--- config.mk ---
export PLATFORM = sky130hd
export DESIGN_NAME = sbr_front
export DESIGN_NICKNAME = d
export VERILOG_FILES = /design/src/rtl/sbr_pkg.sv /design/src/rtl/sbr_front.sv
export SDC_FILE = /design/constraint.sdc
export NUM_CORES = 1
export LEC_CHECK = 0
export BUFFER_PORTS_ARGS = -buffer_cell sky130_fd_sc_hd__buf_2
export CORE_ASPECT_RATIO = 0.8
export CORE_MARGIN = 4
export CORE_UTILIZATION = 35
export CTS_BUF_LIST = sky130_fd_sc_hd__clkbuf_2
export DETAILED_ROUTE_END_ITERATION = 6
export HOLD_SLACK_MARGIN = 0.05
export PLACE_DENSITY = 0.56
export SLEW_MARGIN = 15
export SYNTH_ARGS = -nofsm -noshare
export SYNTH_HDL_FRONTEND = slang
export SYNTH_SLANG_ARGS = --single-unit
--- constraint.sdc ---
create_clock -name i_clk -period 6 [get_ports i_clk]
set_input_delay 1.2 -clock i_clk [delete_from_list [all_inputs] [get_ports i_clk]]
set_output_delay 1.2 -clock i_clk [all_outputs]
set_load 0.03 [all_outputs]
--- src/rtl/sbr_pkg.sv ---
// Shared types and constants for the separable bicubic resample unit.
`timescale 1ns / 1ps
`default_nettype none
package sbr_pkg;
    localparam int POS_W    = 11;
    localparam int TAP_W    = 5;
    localparam int WGT_W    = 24;
    localparam int CNT_IN_W = 6;
    localparam int CNT_W    = 8;   // holds the tap count, saturated to MAX_TAPS
    localparam int CH_W     = 8;
    localparam int PIX_W    = 3 * CH_W;
    localparam int PROD_W   = WGT_W + CH_W + 1;
    localparam int ACC_W    = 48;
    localparam int CH_MAX   = 255;

    typedef enum logic [1:0] {
        OP_TAPS   = 2'd0,
        OP_WEIGHT = 2'd1,
        OP_PIXEL  = 2'd2,
        OP_COMP   = 2'd3
    } t_op;

    typedef struct packed {
        t_op                      op;
        logic [POS_W-1:0]         pos;
        logic [TAP_W-1:0]         tap;
        logic signed [WGT_W-1:0]  weight;
        logic [POS_W-1:0]         first;
        logic [CNT_W-1:0]         cnt;
        logic [PIX_W-1:0]         pix;   // {red, green, blue}
    } t_cmd;

    typedef enum logic [2:0] {
        ST_IDLE,
        ST_META,
        ST_READ,
        ST_MUL,
        ST_ACC,
        ST_DONE
    } t_state;
endpackage
`default_nettype wire

--- src/rtl/sbr_front.sv ---
// Front end: accepts items, drops out-of-range ones, queues commands.
`timescale 1ns / 1ps
`default_nettype none
module sbr_front #(
    parameter int MAX_SOURCE = 2048,
    parameter int MAX_OUTPUT = 512,
    parameter int MAX_TAPS   = 32
) (
    input  wire                            i_clk,
    input  wire                            i_rst_n,
    input  wire                            i_in_valid,
    output logic                           o_in_stall,
    input  wire  [1:0]                     i_mode,
    input  wire  [sbr_pkg::POS_W-1:0]      i_position,
    input  wire  [sbr_pkg::TAP_W-1:0]      i_tap_index,
    input  wire  signed [sbr_pkg::WGT_W-1:0] i_weight,
    input  wire  [sbr_pkg::POS_W-1:0]      i_first_source,
    input  wire  [sbr_pkg::CNT_IN_W-1:0]   i_tap_count,
    input  wire  [sbr_pkg::CH_W-1:0]       i_blue_in,
    input  wire  [sbr_pkg::CH_W-1:0]       i_green_in,
    input  wire  [sbr_pkg::CH_W-1:0]       i_red_in,
    output sbr_pkg::t_cmd                  o_cmd,
    output logic                           o_cmd_valid,
    input  wire                            i_pop
);
    import sbr_pkg::*;

    t_cmd r_q [2];
    logic r_wp, r_rp;
    logic [1:0] r_cnt, n_cnt;
    t_cmd w_cmd;
    logic w_keep, w_push;

    always_comb begin
        w_cmd.op     = t_op'(i_mode);
        w_cmd.pos    = i_position;
        w_cmd.tap    = i_tap_index;
        w_cmd.weight = i_weight;
        w_cmd.first  = i_first_source;
        if (32'(i_tap_count) > MAX_TAPS) begin
            w_cmd.cnt = CNT_W'(MAX_TAPS);
        end else begin
            w_cmd.cnt = CNT_W'(i_tap_count);
        end
        w_cmd.pix = {i_red_in, i_green_in, i_blue_in};
        case (t_op'(i_mode))
            OP_TAPS:   w_keep = 32'(i_position) < MAX_OUTPUT;
            OP_WEIGHT: w_keep = (32'(i_position) < MAX_OUTPUT)
                                && (32'(i_tap_index) < MAX_TAPS);
            OP_PIXEL:  w_keep = 32'(i_position) < MAX_SOURCE;
            OP_COMP:   w_keep = 32'(i_position) < MAX_OUTPUT;
            default:   w_keep = 1'b0;
        endcase
    end

    assign o_in_stall  = (r_cnt == 2'd2);
    assign w_push      = i_in_valid && !o_in_stall && w_keep;
    assign o_cmd_valid = (r_cnt != 2'd0);
    assign o_cmd       = r_q[r_rp];

    always_comb begin
        n_cnt = r_cnt;
        if (w_push && !i_pop) begin
            n_cnt = r_cnt + 2'd1;
        end else if (!w_push && i_pop) begin
            n_cnt = r_cnt - 2'd1;
        end
    end

    always_ff @(posedge i_clk) begin
        if (!i_rst_n) begin
            r_wp  <= 1'b0;
            r_rp  <= 1'b0;
            r_cnt <= 2'd0;
        end else begin
            r_cnt <= n_cnt;
            if (w_push) begin
                r_wp <= ~r_wp;
            end
            if (i_pop) begin
                r_rp <= ~r_rp;
            end
        end
    end

    always_ff @(posedge i_clk) begin
        if (w_push) begin
            r_q[r_wp] <= w_cmd;
        end
    end
endmodule
`default_nettype wire

==> results.ini <==
[outcome]
status=completed

[critical_path]
crit_end=o_cmd[43]
path_max_fanout=51
reg2reg_slack_ns=3.74
cp_num_buf_inv=2
cp-start-kind=register
cp_slowest_stage_delay_ns=0.68
worst_r2r_endpoint=r_q[1][28]
path_class=register to output pin
crit_cells=3
crit_chain=buf_4, mux2_2, buf_2
required_ns=4.80
ff2ff_path_depth=3
cp.arrival_ns=2.64
reg2reg_from=r_cnt[0]
crit_family=buffers and inverters
slowest_stage=dfxtp_4
cp-end-kind=output pin

[global_route]
grt_pass1_vias=3378
grt_busiest_layer=met2
grt_max_degree=52
grt_overflow=0
track_usage_pct=11.6
antenna_found_initial=1
grt_pass1_wl_um=17700
grt_use_met3_pct=5.60
globalRouteMet1Util_pct=14.8
grtUsageMet2_pct=17.8

[sta]
final-setup-viol-count=0
slew_headroom_pct=53.4
setup_tns_ns=0
hold_slack_ns=0.529
period_needed_ns=3.84
post-route-period-util_pct=64.0
clock-skew-final_ns=0.0214
rsz0062_at_grt=no
tightest_slew_ns=0.700
slew_violations=0
hold_viol=0
timing.fmax_ghz=0.260
setup_slack_ns=2.16

[clock_tree]
cts_setup_buffers=0
cts_tree=built
clk_pin_slew_worst_paths_ns=0.23
numClockSinks=171
htree_num_levels=4
ctsHoldBuffers=0
clk_path_buf_depth=2
numCtsBuffers=17
clock_latency_ns=0.67
root_buffer=clkbuf_2
post_cts.resized_instances=0

[synthesis]
ys_ff_latch=171
ys_types=23
synthTopCellsByArea=edfxtp_1, mux2_2, dfxtp_1
synth_area_leader_cell=edfxtp_1
synth_top_area_share_pct=79.0
synth_warnings=0
avgSynthCellArea_um2=21.5
synthCells=294
syn_area_mm2=0.00631
seq_area_frac_synth_pct=80.6

[routing]
dr.pass1.iters=4
first_iter_violations=163
avgRoutedWirePerCell_um=16.5
vias_per_cell=4.48
drc=0
antenna_left=0
vias=3196
wl_um=11800

[pwr]
intPower_mw=1.82
p_comb_share_pct=14.6
clockPowerShare_pct=28.6
power.density_mw_per_mm2=318
leakagePower_nw=2.83
max-vdd-ir-drop_mv=0.184
p_sw_mw=0.636
switching_share_pct=25.9
pwr-share-seq_pct=56.8

[flow_run]
cap_violations=0

[final_layout]
multi_input_area_mm2=0.00112
final_nets=565
diodes=0
syn2layout_area_growth_pct=22.2
finalNonFillerCells=714
n_fill_cell=1551
drive_above_1_share_pct=59.9
seqCellArea_mm2=0.00509

[worst_hold_path]
min-delay-path-class=register to register

[place]
numPlacedInstances=682
dpl.hpwl_um=7860
io_buffers=171
gp_congestion=0.707
dp_worst_setup_slack_ns=2.59

[floorplanning]
initial_utilization_pct=36.0
fp.coreArea_mm2=0.0175
die_area_mm2=0.0203
die_h_um=128
die_w_um=158
rows=43
io_pins=174

cells by family (layout without fill, tap and decap cells):
group,Yosys count,after routing,synth area share (%)
other,1,2,0.0594
xor gates and xnor gates,3,3,0.416
buffers and inverters,14,208,1.86
AOI/OAI and AO/OA,3,3,0.377
and+or+nand+nor,17,17,1.57
DFF,171,171,80.6
muxes,84,84,15.0
adders and majority gates,1,1,0.198
routing by layer:
metal / vias to the layer above / routed length [µm]
li1: 1516 / -
met1: 1549 / 5280
met2: 121 / 5380
met3: 8 / 1020
met4: 2 / 70
met5: - / 13
final cells by class:
class / instances / area share (%)
flip-flops and latches: 171 / 66.0
repair buffers: 175 / 11.8
multi-input cells: 110 / 14.6
inverters: 2 / 0.0973
well taps: 225 / 3.65
clock buffers: 17 / 1.10
clock inverters: 14 / 2.82
registers in the layout, summed over array words and instances (netlist names), named ones only:
register	count
r_cnt	2
r_rp	1
r_wp	1
r_q	166
how the worst min path moves through the flow:
stage	startpoint	end	slack, ns	cells after the start
after floorplan	r_wp	r_wp	0.45	2
after global placement	r_cnt[1]	r_cnt[1]	0.48	2
after detailed placement	r_cnt[1]	r_cnt[1]	0.50	2
after CTS	r_cnt[1]	r_cnt[1]	0.52	2
after global routing	i_weight[18]	r_q[0][59]	0.53	1
final	r_cnt[1]	r_cnt[1]	0.53	2
worst register-to-register path: cells and delay by family, from the launching register on:
| family | cells | cell delay (ns) |
|---|---|---|
| AO/OA/AOI/OAI | 1 | 0.27 |
| buffers and inverters | 1 | 0.62 |
| flip-flops | 1 | 0.48 |
| AND/OR/NAND/NOR | 1 | 0.53 |
metrics by stage:
stage | instance area (µm²) | power [mW] | utilization [%]
CTS | 7690 | 2.50 | 43.9
floorplan | 6320 | 1.67 | -
global route | 7710 | 2.57 | 44.0
finish | 7710 | 2.46 | 44.0
global placement | 7390 | 1.78 | 42.1
detailed placement | 7390 | 1.78 | 42.1
Yosys cell counts:
cell / n
xnor2_1: 1
o221a_2: 1
a21boi_1: 1
mux2_2: 83
xor2_1: 2
inv_1: 2
nor2b_1: 7
dfxtp_1: 5
clkbuf_1: 1
mux2i_1: 1
buf_2: 1
or2_2: 1
nand2_1: 1
and2_1: 4
buf_6: 7
o21ai_0: 1
ha_1: 1
buf_4: 3
conb_1: 1
nand2b_1: 1
nor2_1: 2
edfxtp_1: 166
or3_1: 1
cells in the final DEF (no fill, tap or decap), types with 2 or more instances in the layout:
master and instances:
inv_6 3, conb_1 2, xor2_1 2, inv_1 2, clkbuf_2 17, buf_2 171, nor2b_1 6, dfxtp_1 4
clkinvlp_4 2, nor2_1 2, bufinv_16 5, and2_1 3, mux2_2 83, clkinv_4 2, buf_12 2, buf_4 2
edfxtp_1 166
power groups by stage:
stage / clock [mW] / combinational (mW) / sequential, mW
floorplan: 0 / 0.259 / 1.42
global placement: 0 / 0.360 / 1.42
detailed placement: 0 / 0.361 / 1.42
CTS: 0.738 / 0.363 / 1.40
global route: 0.790 / 0.384 / 1.40
finish: 0.703 / 0.359 / 1.39
(Power assumes the default switching activity.)
